--- src/rtl/core/assert_macros.svh ---
// Assertion macros used by the RTL region back end.
`ifndef ASSERT_MACROS_SVH
`define ASSERT_MACROS_SVH

// Check prop at every clock edge outside reset.
`define TRC_ASSERT(label, clk, rst, prop, msg) \
  label: assert property (@(posedge clk) disable iff (rst) (prop)) else $error(msg);

// Check prop at every clock edge, reset included.
`define TRC_ASSERT_ALWAYS(label, clk, prop, msg) \
  label: assert property (@(posedge clk) (prop)) else $error(msg);

`endif

--- src/rtl/core/trc_pkg.sv ---
// ----------------------------------------------------------------------------
// Trace region counter tracker package
// Shared widths, register indexes, group record type and defaults.
// ----------------------------------------------------------------------------
package trc_pkg;

  localparam int SLOTS            = 4;
  localparam int NUM_COUNTERS_DEF = 4;
  localparam int TABLE_DEPTH_DEF  = 64;
  localparam int QUEUE_DEPTH      = 2;
  localparam int CFG_IDX_W        = 8;

  localparam logic [31:0] CTR_TYPE_LO = 32'd42000000;
  localparam logic [31:0] CTR_TYPE_HI = 32'd42999999;
  localparam logic [15:0] PHASE_MAX   = 16'hFFFF;

  localparam logic [CFG_IDX_W-1:0] REG_SEPARATOR_TYPE = 8'd0;
  localparam logic [CFG_IDX_W-1:0] REG_WATCHED_OBJECT = 8'd1;
  localparam logic [CFG_IDX_W-1:0] REG_PHASE_TYPE_A   = 8'd2;
  localparam logic [CFG_IDX_W-1:0] REG_PHASE_TYPE_B   = 8'd3;
  localparam logic [CFG_IDX_W-1:0] REG_COUNTER_ID_0   = 8'd4;
  localparam logic [CFG_IDX_W-1:0] REG_COUNTER_ID_1   = 8'd5;
  localparam logic [CFG_IDX_W-1:0] REG_COUNTER_ID_2   = 8'd6;
  localparam logic [CFG_IDX_W-1:0] REG_COUNTER_ID_3   = 8'd7;

  typedef struct packed {
    logic                        sep_seen;
    logic [63:0]                 sep_value;
    logic                        phase_seen;
    logic [63:0]                 ts;
    logic [SLOTS-1:0][63:0]      deltas;
  } grp_rec_t;

endpackage

--- src/rtl/core/trc_fifo.sv ---
// ----------------------------------------------------------------------------
// Group record queue
// Short FIFO between the event front end and the region back end.
// ----------------------------------------------------------------------------
module trc_fifo (
  input  logic              clk,
  input  logic              rst,
  input  logic              push_valid,
  output logic              push_ready,
  input  trc_pkg::grp_rec_t push_data,
  output logic              pop_valid,
  input  logic              pop_ready,
  output trc_pkg::grp_rec_t pop_data
);
  import trc_pkg::*;

  localparam int PW = (QUEUE_DEPTH > 1) ? $clog2(QUEUE_DEPTH) : 1;
  localparam int CW = $clog2(QUEUE_DEPTH + 1);

  grp_rec_t        entries [QUEUE_DEPTH];
  logic [PW-1:0]   wr_ptr;
  logic [PW-1:0]   rd_ptr;
  logic [CW-1:0]   count;
  logic            do_push;
  logic            do_pop;

  assign push_ready = (count != CW'(QUEUE_DEPTH));
  assign pop_valid  = (count != '0);
  assign pop_data   = entries[rd_ptr];
  assign do_push    = push_valid && push_ready;
  assign do_pop     = pop_valid && pop_ready;

  always_ff @(posedge clk) begin
    if (do_push) begin
      entries[wr_ptr] <= push_data;
    end
  end

  always_ff @(posedge clk) begin
    if (rst) begin
      wr_ptr <= '0;
      rd_ptr <= '0;
      count  <= '0;
    end else begin
      if (do_push) begin
        wr_ptr <= (wr_ptr == PW'(QUEUE_DEPTH - 1)) ? '0 : wr_ptr + 1'b1;
      end
      if (do_pop) begin
        rd_ptr <= (rd_ptr == PW'(QUEUE_DEPTH - 1)) ? '0 : rd_ptr + 1'b1;
      end
      if (do_push && !do_pop) begin
        count <= count + 1'b1;
      end else if (do_pop && !do_push) begin
        count <= count - 1'b1;
      end
    end
  end

endmodule

--- config.mk ---
export PLATFORM = sky130hd
export DESIGN_NAME = trc_fifo
export DESIGN_NICKNAME = d
export VERILOG_FILES = /design/src/rtl/core/assert_macros.svh /design/src/rtl/core/trc_pkg.sv /design/src/rtl/core/trc_fifo.sv
export SDC_FILE = /design/constraint.sdc
export NUM_CORES = 1
export LEC_CHECK = 0
export ABC_CLOCK_PERIOD_IN_PS = 22000
export BUFFER_PORTS_ARGS = -buffer_cell sky130_fd_sc_hd__buf_2
export CAP_MARGIN = 40
export CELL_PAD_IN_SITES_DETAIL_PLACEMENT = 1
export CELL_PAD_IN_SITES_GLOBAL_PLACEMENT = 2
export CORE_AREA = 3 3 300 302
export CTS_BUF_LIST = sky130_fd_sc_hd__clkbuf_8 sky130_fd_sc_hd__clkbuf_16
export CTS_CLUSTER_DIAMETER = 80
export DETAILED_ROUTE_END_ITERATION = 6
export DIE_AREA = 0 0 303 305
export PLACE_DENSITY_LB_ADDON = 0.15
export SYNTH_ARGS = -nofsm -noshare
export SYNTH_HDL_FRONTEND = slang
export SYNTH_SLANG_ARGS = --single-unit
--- constraint.sdc ---
create_clock -name clk -period 22 [get_ports clk]
set_clock_uncertainty 0.05 [all_clocks]
set_input_delay 4.4 -clock clk [delete_from_list [all_inputs] [get_ports clk]]
set_output_delay 4.4 -clock clk [all_outputs]
set_load 0.005 [all_outputs]
Word level (Yosys, flattened, before mapping)
Memories as Yosys holds them, arrays and structs flattened. A register that Yosys moved wholly into a read port is not among the register bits.
Index checks and enable logic that the tools add are counted.
- bits in registers: 4
- RAM bits: 772
- input bits: 390
- output and inout port bits: 388
- logic and storage cells: 25
- memories kept: 1
- add/sub/neg operators: 4
- equal/unequal tests: 1
- muxes and demuxes: 8
- reductions and logical operators: 8
- memories (memory ; words ; bits a word ; rd ports ; clocked after Yosys merged registers in ; wr ports ; RTL line ; text):
    entries ; 2 ; 386 ; 1 ; 1 ; 1 ; trc_fifo.sv:20 ; grp_rec_t entries [QUEUE_DEPTH];
- operators with widths (kind ; number):
    $mux W1 ; 6
    $logic_and A1 B1 Y1 ; 4
    $mux W2 ; 2
    $reduce_bool A2 Y1 ; 2
    $add A1 B1 Y1 const B ; 2
    $add A2 B1 Y2 const B ; 1
    $logic_not A1 Y1 ; 2
    $ne A2 B2 Y1 const B ; 1
    $sub A2 B1 Y2 const B ; 1

Longest topological paths before layout
- depth in word-level cells: 6
- mapped depth: 6
- mapped depth without buffers: 6

Worst setup path before layout
No wires, ideal clock.
- kind: input-to-reg
- start: in push_valid
- end: mem entries[1][0] (netlist bit), enable pin
- library setup time: 801 ps
- arrival: 13210 ps
- required time: 21149 ps
- path slack: 7939 ps
- stages: 1
- path buffers: 0
- path through: and3_1
- longest elaborated chain between the ends: 3
- RTL lines (what ; RTL line ; text):
    from (decl) ; trc_fifo.sv:8 ; input logic push_valid,
    $logic_and A1 B1 Y1 ; trc_fifo.sv:30 ; assign do_push = push_valid && push_ready;
    $mux W1 ; trc_fifo.sv:34 ; if (do_push) begin
    $mux W1 (implied by the code) ; trc_fifo.sv:35 ; entries[wr_ptr] <= push_data;
    to (decl) ; trc_fifo.sv:20 ;
No other way between the ends.

==> impl_metrics.yaml <==
outcome:
  outcome: "completed"
drt:
  post_drt_via_cell_ratio: 4.51
  vias: 15000
  post_drt_wl_per_cell_um: 23.9
  drc_errors: 0
  top_layer: "met5"
  wl_met3_um: 6700
  drtIter0Drc: 775
  m1WireLength_um: 26600
  ant_nets: 0
  wl_met2_um: 43300
  drt_wl_total_um: 79400
  first_pass_iters: 5
synth:
  synth_area_um2: 28200
  synthXorXnorAreaFrac_pct: 0.0931
  synth_warnings: 0
  ys_ff_latch: 777
  synth.top_cell.area_share_pct: 82.2
  synth_top_area_cell: "edfxtp_1"
  synth_top_family_by_area: "multiplexers"
  muxShareOfSynthArea_pct: 15.4
  synth.distinct_cells: 18
  synth_fa_ha_area_share_pct: 0.0444
  async_flop_share_pct: 0
  synth_compound_area_share_pct: 0.106
  synth-simple-area-share_pct: 0.177
  yosys-top-cells-area: "edfxtp_1, mux2_2, buf_6"
  syn-num-nets: 1616
  synth_most_common_cell: "edfxtp_1"
  avgSynthCellArea_um2: 23.0
  ys.flop_type: "edfxtp_1"
  synthCells: 1225
  seq_area_frac_synth_pct: 82.5
  synthTopCellsByCount: "edfxtp_1, mux2_2, buf_6, dfxtp_1, buf_2"
  synth_edf_count: 772
clock_network:
  post-cts-setup-buffers: 0
  cts_sinks: 777
  cts_root_buf: "clkbuf_16"
  clk_path_buf_depth: 3
  cts_resized: 0
  numCtsBuffers: 86
  cts_hold_buf: 0
  cts_tree: "yes"
  clk_latency_ns: 0.62
  clk_pin_slew_ns: 0.06
  htreeDepth: 3
worst_setup_path:
  required_ns: 17.55
  cp-end-kind: "output pin"
  crit_chain: "buf_12, buf_4, buf_4, buf_16, mux2_2, buf_2"
  cp_slowest_cell: "buf_4"
  critical_path_class: "reg -> out"
  start_kind: "flip-flop"
  timing.rr.start: "count[0]$_SDFFE_PP0P_"
  crit_top_cell: "buf_4"
  crit_fanout: 59
  cp.arrival_ns: 3.75
  slowest_delay_ns: 0.68
cells_and_area:
  final_net_count: 2460
  drive_gt1_share_pct: 61.3
  final_cell_area_um2: 36100
  layout.cells.non_filler: 3317
  synthToLayoutAreaGrowth_pct: 28.0
power_and_ir_drop:
  vdd_ir_drop_max_v: 0.0000619
  leakage_nw: 13.3
  power_density_nw_per_um2: 115
place:
  port_buffers: 777
  dp.cells: 3145
  dpl.hpwl_um: 56900
  pre_cts_slack_ns: 14.42
  gp_congestion: 0.801
  dpl-instance-area_um2: 33500
global_route:
  grt_antenna_before_repair: 29
  grt_pass1_vias: 16300
  grt_pass1_wl_um: 110000
  grt_max_degree: 139
  globalRouteOverflowTotal: 0
  grt_usage_pct: 16.5
sta:
  max_freq_mhz: 122
  min_period_ns: 8.20
  setup_violations: 0
  whs_ns: 0.465
  slew_violations: 0
  fin_crit_sh_pct: 37.3
  relSlewSlack_pct: 37.5
  setup_slack_ns: 13.80
  tns_ns: 0
  max_slew.worst_pin.slew_ns: 0.937
  rsz0062_at_grt: "no"
  hold_violations: 0
die:
  row_count: 109
  die_h_um: 305
  ios: 778
  core_um2: 88000
  chipWidth_um: 303
  die-area_um2: 92400
  initial_utilization_pct: 32.1
min_path:
  hold_path_startpoint: "rd_ptr$_SDFFE_PP0P_"
  hp-class: "reg -> reg"
job:
  drv_cap: 0
[worst max-delay path, delay by kind of cell, from the launching register on]
family	cells	cell delay, ns
buffers and inverters	5	1.92
flip-flops	1	0.61
multiplexers	1	0.42
[path summary, 6_finish.rpt]
path                                    end  cells after the start  slack, ns
setup / recovery              pop_data[153]                      6      13.80
hold / removal          rd_ptr$_SDFFE_PP0P_                      2       0.46
setup reg to reg  entries[1][349]$_DFFE_PP_                      5      18.82
hold reg to reg         rd_ptr$_SDFFE_PP0P_                      2       0.46
[state kept, by name, summed over array words and instances, names as in the netlist, named ones only]
name,cells
count,2
rd_ptr,1
wr_ptr,1
entries,772
[cell usage in the layout, fill, tap and decap left out, types with 2 or more instances in the layout]
cell type and n:
edfxtp_1 772, buf_16 8, clkinvlp_4 2, clkbuf_16 88, inv_1 14, buf_2 777, inv_16 3, a21oi_1 2
buf_4 10, clkbuf_8 3, dfxtp_1 4, buf_12 4, clkinv_1 21, diode_2 19, mux2_2 386, nor2_1 3
clkinv_2 19, xor2_1 3, o21ai_0 2
[layout make-up]
type / count / area [µm²]
fill: 8766 / 51800
sequential: 777 / 23300
multi-input combinational: 404 / 4470
timing repair buffer: 799 / 4260
clock buffer: 91 / 2240
tap: 1165 / 1460
clock inverter: 61 / 340
antenna: 19 / 47.5
inverter: 1 / 11.3
[power breakdown]
group,switching (mW),internal [mW],total [mW]
sequential,0.0486,1.85,1.90
combinational,0.489,0.436,0.926
clock,0.580,0.738,1.32
total,1.12,3.02,4.14
[routing by layer]
layer,vias up,GRT usage [%]
li1,6640,-
met1,7591,16.2
met2,563,30.9
met3,149,5.84
met4,24,6.95
met5,-,0
[cell families (layout without fill, tap and decap cells)]
kind of cell / after synthesis / count (layout)
AND/OR/NAND/NOR: 9 / 9
flip-flops: 777 / 777
XOR/XNOR: 3 / 3
multiplexers: 386 / 386
other: 0 / 19
buffers and inverters: 44 / 952
adder cells (fa/ha/maj): 1 / 1
AO/OA/AOI/OAI: 5 / 5
[per-stage QoR]
stage | total power, mW | util [%]
floorplan | 2.51 | -
finish | 4.14 | 41.1
CTS | 4.22 | 41.0
global route | 4.35 | 41.0
detailed placement | 2.88 | 38.0
global placement | 2.85 | 37.8
Power figures use the tool's default switching activity.
