--- config.mk ---
export PLATFORM = sky130hd
export DESIGN_NAME = trc_front_flat
export DESIGN_NICKNAME = d
export VERILOG_FILES = /design/src/rtl/core/assert_macros.svh /design/src/rtl/core/trc_pkg.sv /design/src/rtl/core/trc_evt_if.sv /design/src/rtl/core/trc_cfg_if.sv /design/src/rtl/core/trc_front.sv /design/src/flat_wrapper.sv
export SDC_FILE = /design/constraint.sdc
export NUM_CORES = 2
export LEC_CHECK = 0
export ABC_AREA = 1
export BUFFER_PORTS_ARGS = -buffer_cell sky130_fd_sc_hd__buf_4
export CORE_ASPECT_RATIO = 1.5
export CORE_MARGIN = 5
export CORE_UTILIZATION = 30
export CTS_CLUSTER_DIAMETER = 40
export DETAILED_ROUTE_END_ITERATION = 7
export GPL_TIMING_DRIVEN = 0
export PLACE_DENSITY = 0.48
export SYNTH_ARGS = -nofsm -noshare
export SYNTH_HDL_FRONTEND = slang
export SYNTH_SLANG_ARGS = --single-unit
export TNS_END_PERCENT = 100
--- constraint.sdc ---
create_clock -name clk -period 8.7 [get_ports clk]
set_clock_uncertainty 0.1 [all_clocks]
set_input_delay 1.305 -clock clk [delete_from_list [all_inputs] [get_ports clk]]
set_output_delay 1.305 -clock clk [all_outputs]
set_load 0.02 [all_outputs]
--- src/rtl/core/assert_macros.svh ---
// Assertion macros used by the RTL region back end.
`ifndef ASSERT_MACROS_SVH
`define ASSERT_MACROS_SVH

// Check prop at every clock edge outside reset.
`define TRC_ASSERT(label, clk, rst, prop, msg) \
  label: assert property (@(posedge clk) disable iff (rst) (prop)) else $error(msg);

// Check prop at every clock edge, reset included.
`define TRC_ASSERT_ALWAYS(label, clk, prop, msg) \
  label: assert property (@(posedge clk) (prop)) else $error(msg);

`endif

--- src/rtl/core/trc_pkg.sv ---
// ----------------------------------------------------------------------------
// Trace region counter tracker package
// Shared widths, register indexes, group record type and defaults.
// ----------------------------------------------------------------------------
package trc_pkg;

  localparam int SLOTS            = 4;
  localparam int NUM_COUNTERS_DEF = 4;
  localparam int TABLE_DEPTH_DEF  = 64;
  localparam int QUEUE_DEPTH      = 2;
  localparam int CFG_IDX_W        = 8;

  localparam logic [31:0] CTR_TYPE_LO = 32'd42000000;
  localparam logic [31:0] CTR_TYPE_HI = 32'd42999999;
  localparam logic [15:0] PHASE_MAX   = 16'hFFFF;

  localparam logic [CFG_IDX_W-1:0] REG_SEPARATOR_TYPE = 8'd0;
  localparam logic [CFG_IDX_W-1:0] REG_WATCHED_OBJECT = 8'd1;
  localparam logic [CFG_IDX_W-1:0] REG_PHASE_TYPE_A   = 8'd2;
  localparam logic [CFG_IDX_W-1:0] REG_PHASE_TYPE_B   = 8'd3;
  localparam logic [CFG_IDX_W-1:0] REG_COUNTER_ID_0   = 8'd4;
  localparam logic [CFG_IDX_W-1:0] REG_COUNTER_ID_1   = 8'd5;
  localparam logic [CFG_IDX_W-1:0] REG_COUNTER_ID_2   = 8'd6;
  localparam logic [CFG_IDX_W-1:0] REG_COUNTER_ID_3   = 8'd7;

  typedef struct packed {
    logic                        sep_seen;
    logic [63:0]                 sep_value;
    logic                        phase_seen;
    logic [63:0]                 ts;
    logic [SLOTS-1:0][63:0]      deltas;
  } grp_rec_t;

endpackage

--- src/rtl/core/trc_evt_if.sv ---
// ----------------------------------------------------------------------------
// Trace event channel
// One trace event per transaction.
// ----------------------------------------------------------------------------
interface trc_evt_if;
  logic        valid;
  logic        ready;
  logic [15:0] task_num;
  logic [15:0] thread_num;
  logic [63:0] time_stamp;
  logic [31:0] event_type;
  logic [63:0] event_value;
  logic        last_in_group;

  modport source (output valid, task_num, thread_num, time_stamp, event_type,
                  event_value, last_in_group, input ready);
  modport sink (input valid, task_num, thread_num, time_stamp, event_type,
                event_value, last_in_group, output ready);
endinterface

--- src/rtl/core/trc_cfg_if.sv ---
// ----------------------------------------------------------------------------
// Configuration write channel
// One register write per transaction.
// ----------------------------------------------------------------------------
interface trc_cfg_if;
  import trc_pkg::*;
  logic                 valid;
  logic                 ready;
  logic [CFG_IDX_W-1:0] index;
  logic [31:0]          data;

  modport source (output valid, index, data, input ready);
  modport sink (input valid, index, data, output ready);
endinterface

--- src/rtl/core/trc_front.sv ---
// ----------------------------------------------------------------------------
// Event front end
// Holds configuration, filters and classifies events, builds group records.
// ----------------------------------------------------------------------------
module trc_front #(
  parameter int NUM_COUNTERS = trc_pkg::NUM_COUNTERS_DEF
) (
  input  logic              clk,
  input  logic              rst,
  trc_evt_if.sink           evt,
  trc_cfg_if.sink           cfg,
  output logic              push_valid,
  input  logic              push_ready,
  output trc_pkg::grp_rec_t push_data
);
  import trc_pkg::*;

  logic [31:0]            separator_type;
  logic [31:0]            watched_object;
  logic [31:0]            phase_type_a;
  logic [31:0]            phase_type_b;
  logic [SLOTS-1:0][31:0] counter_id;

  logic [SLOTS-1:0][63:0] deltas;
  logic                   sep_seen;
  logic [63:0]            sep_value;
  logic                   phase_seen;

  logic                   accept;
  logic                   match_obj;
  logic                   is_sep;
  logic                   is_phase;
  logic                   is_ctr;
  logic [SLOTS-1:0]       hit;
  grp_rec_t               rec_next;

  assign cfg.ready = 1'b1;
  assign evt.ready = push_ready;
  assign accept    = evt.valid && evt.ready;

  assign match_obj = (evt.task_num == watched_object[31:16]) &&
                     (evt.thread_num == watched_object[15:0]);
  assign is_sep    = (evt.event_type == separator_type);
  assign is_phase  = ((phase_type_a != '0) && (evt.event_type == phase_type_a)) ||
                     ((phase_type_b != '0) && (evt.event_type == phase_type_b));
  assign is_ctr    = (evt.event_type >= CTR_TYPE_LO) && (evt.event_type <= CTR_TYPE_HI);

  always_comb begin
    logic found;
    found = 1'b0;
    hit   = '0;
    for (int i = 0; i < SLOTS; i++) begin
      if (i < NUM_COUNTERS && !found && is_ctr && counter_id[i] != '0 &&
          counter_id[i] == evt.event_type) begin
        hit[i] = 1'b1;
        found  = 1'b1;
      end
    end
  end

  always_comb begin
    rec_next.sep_seen   = sep_seen || is_sep;
    rec_next.sep_value  = is_sep ? evt.event_value : sep_value;
    rec_next.phase_seen = phase_seen || is_phase;
    rec_next.ts         = evt.time_stamp;
    for (int i = 0; i < SLOTS; i++) begin
      rec_next.deltas[i] = deltas[i] + (hit[i] ? evt.event_value : 64'd0);
    end
  end

  assign push_valid = evt.valid && match_obj && evt.last_in_group;
  assign push_data  = rec_next;

  always_ff @(posedge clk) begin
    if (rst) begin
      separator_type <= '0;
      watched_object <= '0;
      phase_type_a   <= '0;
      phase_type_b   <= '0;
      counter_id     <= '0;
    end else if (cfg.valid && cfg.ready) begin
      unique case (cfg.index)
        REG_SEPARATOR_TYPE: separator_type <= cfg.data;
        REG_WATCHED_OBJECT: watched_object <= cfg.data;
        REG_PHASE_TYPE_A:   phase_type_a   <= cfg.data;
        REG_PHASE_TYPE_B:   phase_type_b   <= cfg.data;
        REG_COUNTER_ID_0:   counter_id[0]  <= cfg.data;
        REG_COUNTER_ID_1:   counter_id[1]  <= cfg.data;
        REG_COUNTER_ID_2:   counter_id[2]  <= cfg.data;
        REG_COUNTER_ID_3:   counter_id[3]  <= cfg.data;
        default: ;
      endcase
    end
  end

  // Clear group state at each group end of the watched object, otherwise accumulate its events.
  always_ff @(posedge clk) begin
    if (rst) begin
      deltas     <= '0;
      sep_seen   <= 1'b0;
      sep_value  <= '0;
      phase_seen <= 1'b0;
    end else if (accept && match_obj) begin
      if (evt.last_in_group) begin
        deltas     <= '0;
        sep_seen   <= 1'b0;
        sep_value  <= '0;
        phase_seen <= 1'b0;
      end else begin
        deltas     <= rec_next.deltas;
        sep_seen   <= rec_next.sep_seen;
        sep_value  <= rec_next.sep_value;
        phase_seen <= rec_next.phase_seen;
      end
    end
  end

endmodule

--- src/flat_wrapper.sv ---
// flat-port wrapper written by rule: the top's interface ports become plain ports
module trc_front_flat import trc_pkg::*;
#(
  parameter int NUM_COUNTERS = trc_pkg::NUM_COUNTERS_DEF
)
  (clk, rst, push_valid, push_ready, push_data, evt_valid, evt_task_num, evt_thread_num, evt_time_stamp, evt_event_type, evt_event_value, evt_last_in_group, evt_ready, cfg_valid, cfg_index, cfg_data, cfg_ready);
  trc_evt_if evt_i ();
  trc_cfg_if cfg_i ();
  input  logic clk;
  input  logic rst;
  output logic push_valid;
  input  logic push_ready;
  output trc_pkg::grp_rec_t push_data;
  input wire logic [$bits(evt_i.valid)-1:0] evt_valid;
  input wire logic [$bits(evt_i.task_num)-1:0] evt_task_num;
  input wire logic [$bits(evt_i.thread_num)-1:0] evt_thread_num;
  input wire logic [$bits(evt_i.time_stamp)-1:0] evt_time_stamp;
  input wire logic [$bits(evt_i.event_type)-1:0] evt_event_type;
  input wire logic [$bits(evt_i.event_value)-1:0] evt_event_value;
  input wire logic [$bits(evt_i.last_in_group)-1:0] evt_last_in_group;
  output wire logic [$bits(evt_i.ready)-1:0] evt_ready;
  input wire logic [$bits(cfg_i.valid)-1:0] cfg_valid;
  input wire logic [$bits(cfg_i.index)-1:0] cfg_index;
  input wire logic [$bits(cfg_i.data)-1:0] cfg_data;
  output wire logic [$bits(cfg_i.ready)-1:0] cfg_ready;
  assign evt_i.valid = evt_valid;
  assign evt_i.task_num = evt_task_num;
  assign evt_i.thread_num = evt_thread_num;
  assign evt_i.time_stamp = evt_time_stamp;
  assign evt_i.event_type = evt_event_type;
  assign evt_i.event_value = evt_event_value;
  assign evt_i.last_in_group = evt_last_in_group;
  assign evt_ready = evt_i.ready;
  assign cfg_i.valid = cfg_valid;
  assign cfg_i.index = cfg_index;
  assign cfg_i.data = cfg_data;
  assign cfg_ready = cfg_i.ready;
  trc_front #(.NUM_COUNTERS(NUM_COUNTERS)) u_core (.clk(clk), .rst(rst), .evt(evt_i), .cfg(cfg_i), .push_valid(push_valid), .push_ready(push_ready), .push_data(push_data));
endmodule
# Word-level counts from Yosys, hierarchy flattened

Index checks and enable logic that the tools add are counted.

Output and inout port bits: 389
Logic and storage cells: 92
Flip-flop bits (word level): 578
Input bits: 238

$lt $le $gt $ge: 2
Equal/unequal tests: 16
Multiplexer cells: 15
Add/subtract/negate cells: 4
Reductions and logical operators: 40

Operators with widths:

| operator             | number |
|---|---|
| $mux 64              | 6 |
| $add 64x64->64       | 4 |
| $mux 256             | 1 |
| $eq 32x32->1         | 7 |
| $reduce_bool 32->1   | 6 |
| $eq 16x16->1         | 2 |
| $eq 8x3->1 const B   | 4 |
| $ge 32x26->1 const B | 1 |
| $le 32x26->1 const B | 1 |
| $logic_and 1x1->1    | 19 |
| $eq 8x2->1 const B   | 2 |
| $reduce_and 2->1     | 8 |
| $eq 8x1->1 const B   | 1 |
| $logic_not 8->1      | 1 |
| $mux 1               | 8 |
| $logic_not 1->1      | 3 |
| $logic_or 1x1->1     | 3 |

# Depth between registers and ports, before layout

Word-level depth: 23
Gate-level depth with buffers: 37
Depth with buffers taken out: 35

# Worst setup path before layout

OpenSTA, ideal clock, no wires.

Path kind: input-to-output
Start point: input port evt_event_type[8]
End point: output port push_data[166] in the netlist's numbering
Cell stages on the path: 29
Setup slack: 2.497 ns
Path buffers: 2
Arrival time: 4.798 ns
Data required time: 7.295 ns
Cells stage by stage: buf_4 > inv_1 > nand2_1 > nand2_1 > nor3b_1 > nor3b_1 > nand2_1 > nor2_1 > nor2_2 > nand2_1 > buf_2 > nor2_1 > ha_1 > fa_1 > nand2_1 > inv_1 > nand2_1 > nand2_1 > nand2_1 > nand2_1 > nand2_1 > nand2_1 > a21oi_1 > inv_1 > nand2_1 > nand2_1 > a21oi_1 > or2_2 > and2_1

RTL lines:

| what               | line               | text |
|---|---|---|
| start: declaration | flat_wrapper.sv:18 | `input wire logic [$bits(evt_i.event_type)-1:0] evt_event_type;` |
| end: declaration   | flat_wrapper.sv:13 | `output trc_pkg::grp_rec_t push_data;` |

==> results.cfg <==
[sta]
fmax_ghz = 0.1168
grt_setup_unrepaired = false
setup_viol = 0
slew_violations = 0
tightest_slew_ns = 1.364
period_minus_slack_ns = 8.559
hold_viol = 0
fin_crit_sh_pct = 98.38
max_slew_margin_pct = 9.099

[placement]
dp_cells = 9726
place_congestion = 0.9990
dpl_cell_area_um2 = 51140
dp_hpwl_um = 204800
port_buffers = 511

[pwr]
p_leak_uw = 0.02476
peakVddDrop_v = 0.0001388
power.density_nw_per_um2 = 136.2

[setup_path]
cp_slowest_stage_delay_ns = 1.01
crit_fanout = 10
crit_required_ns = 7.30
worstReg2RegStart = u_core.counter_id[84]$_SDFFE_PP0P_
path_buf_inv = 5
crit_top_cell = nor2_1
crit_path_start = evt_event_type[20]
end_kind = primary output
arrival_ns = 7.15
crit_family = simple AND/OR/NAND/NOR gates
path_class = in2out
critPathLaunchType = input port
critPathSlowestCell = nor4_1
path_cells = buf_2 > inv_2 > nand2_1 > nand4_1 > nor3_1 > nor3b_1 > nand4_1 > nor2_1 > nand2_2 > buf_2 > nor2_1 > ha_1 > nand2_1 > nor2_1 > inv_1 > nor4_1 > nand3_1 > nand3_1 > a21oi_1 > xnor2_1 > buf_4

[finish]
area_delta_synth_final_pct = 21.97
final_cell_count_no_fill = 9924
multi_input_area_um2 = 28940
drive_above_1_share_pct = 11.90
finalNetCount = 8386
fillerInstances = 16835
regArea_um2 = 11570
post-route-cell-area_um2 = 54740
layout_commonest_cell = nand2_1
layout_common_cells = nand2_1, nor2_1, a21oi_1

[floorplan]
die-area_um2 = 157600
core_um2 = 149300
top_level_ports = 627
die_x_um = 325.8
die_h_um = 483.7
placementRows = 174
start_util_pct = 30.05

[global_routing]
grtUsageMet2_pct = 52.48
antenna_found_initial = 11
grt_max_degree = 15
grt_util_met1_pct = 32.59
overflow = 0
top_usage_layer = met2
grt_pass1_vias = 51270
use_met3_pct = 6.115
grt_usage_pct = 30.27
grt_pass1_wl_um = 349700

[synthesis]
seq_area_frac_synth_pct = 25.78
syn_nets = 7773
synth_edf_count = 0
synthFlopType = dfxtp_1
syn_inst = 7279
syn_area_um2 = 44880
async_flop_share_pct = 0
ys_ff_latch = 578
synth_cell_types = 54
yosys-top-cells-area = dfxtp_1, nand2_1, nor2_1
synth_top_area_share_pct = 25.78
yosysTopAreaCell = dfxtp_1
yosys_warnings = 0
avgSynthCellArea_um2 = 6.166

[routing]
wirelength_um = 252300
wl_per_cell_um = 25.43
vias = 51775
drc = 0
vias_per_cell = 5.217
drt-initial-drc-count = 4071
drtPass1Iterations = 6
drtAntennaViolNets = 0

[min_path]
min_path_type = reg2reg
hp-start = u_core.sep_value[57]$_SDFFE_PP0P_

[clocking]
cts_setup_buffers = 0
clk_pin_slew_ns = 0.06
clock_sinks = 578
cts_tree = done
cts_root_buffer = clkbuf_16
clock_path_buffers = 3
h-tree-depth = 3
cts_buffers = 100
insertion_delay_ns = 0.74

[run]
cap_violations = 0

[run_status]
outcome = completed
-- per-layer routing --
metal | up-vias | wire [µm]
li1 | 24889 | -
met5 | - | 0
met1 | 24295 | 93140
met2 | 1992 | 119600
met3 | 599 | 17670
met4 | 0 | 21920
-- timing repair --
action / in CTS / in global routing
endpoints found under the setup margin: 6 / 5
pin swaps: 0 / 0
resized for setup: 3 / 4
hold buffers: 0 / 0
-- cell families after synthesis --
logic type	count (synthesis)	synth area share, %
compound gates	1559	18.53
xor+xnor	348	6.791
fa+ha+maj	256	7.203
buf+inv	1039	9.796
flops	578	25.78
other cells	1	0.008355
simple gates	3498	31.89
-- layout make-up --
cell class | instances | area share [%]
sequential | 578 | 21.14
tap | 1936 | 4.425
antenna | 10 | 0.04571
clock inverter | 72 | 1.586
buffer | 335 | 3.209
inverter | 704 | 4.827
multi-input combinational | 5662 | 52.86
timing repair buffer | 511 | 7.008
clock buffer | 116 | 4.900
-- sequential cells by signal, summed over array words and instances (netlist names) --
name / cells
u_core.watched_object: 32
u_core.sep_seen: 1
u_core.separator_type: 32
u_core.phase_type_a: 32
u_core.counter_id: 128
u_core.phase_type_b: 32
u_core.sep_value: 64
u_core.deltas: 256
u_core.phase_seen: 1
-- Yosys cell counts, types with 4 or more instances --
| library cell | instances |
|---|---|
| nor2_1 | 1340 |
| xor2_1 | 215 |
| o2111ai_1 | 8 |
| buf_2 | 76 |
| a21o_1 | 48 |
| and2_1 | 56 |
| xnor2_1 | 133 |
| a21oi_1 | 796 |
| a21boi_0 | 20 |
| inv_2 | 10 |
| buf_1 | 17 |
| o21ai_0 | 519 |
| nor4b_1 | 5 |
| nor3b_1 | 6 |
| nor3_1 | 53 |
| ha_1 | 252 |
| o22ai_1 | 4 |
| o211ai_1 | 16 |
| nand2b_1 | 4 |
| nor4_1 | 77 |
| nand3_1 | 236 |
| a31oi_1 | 36 |
| o21a_1 | 19 |
| or2_2 | 35 |
| buf_4 | 78 |
| nand4_1 | 67 |
| clkbuf_1 | 147 |
| nand2_1 | 1578 |
| o21ai_1 | 38 |
| nand3b_1 | 32 |
| inv_1 | 692 |
| buf_6 | 14 |
| o21bai_1 | 23 |
| fa_1 | 4 |
| o21ai_2 | 22 |
| dfxtp_1 | 578 |
-- per-stage QoR --
step	setup TNS (ns)	hold slack (ns)	total power, µW	utilization, %	worst slack [ns]
3_3_place_gp	-0.7303	0.3507	3264	34.24	-0.1723
6_report	0	0.3636	7455	36.66	0.1412
5_1_grt	0	0.3793	7633	36.64	0.03402
3_5_place_dp	-0.5443	0.3551	3262	34.24	-0.1851
4_1_cts	0	0.3639	7514	36.63	0.006364
2_1_floorplan	0	0.3372	2939	-	2.497
-- report_power, final --
group          leakage (µW)  switching, µW  internal (µW)
sequential          0.00465           2.45           2650
combinational        0.0184            418            144
clock               0.00171           1660           2580
-- worst min-delay path: cells and delay by family (launching register included) --
family             cells  cell delay, ns
AOI/OAI and AO/OA      1            0.05
DFF                    1            0.31
and+or+nand+nor        1            0.06
-- worst paths after layout --
| check | end | slack (ns) | cells past startpoint |
|---|---|---|---|
| max | push_data[177] | 0.14 | 21 |
| min | u_core.sep_value[57]$_SDFFE_PP0P_ | 0.36 | 2 |
| max reg2reg | u_core.deltas[177]$_SDFFE_PP0P_ | 3.08 | 20 |
| min reg2reg | u_core.sep_value[57]$_SDFFE_PP0P_ | 0.36 | 2 |
(Power assumes the default switching activity.)
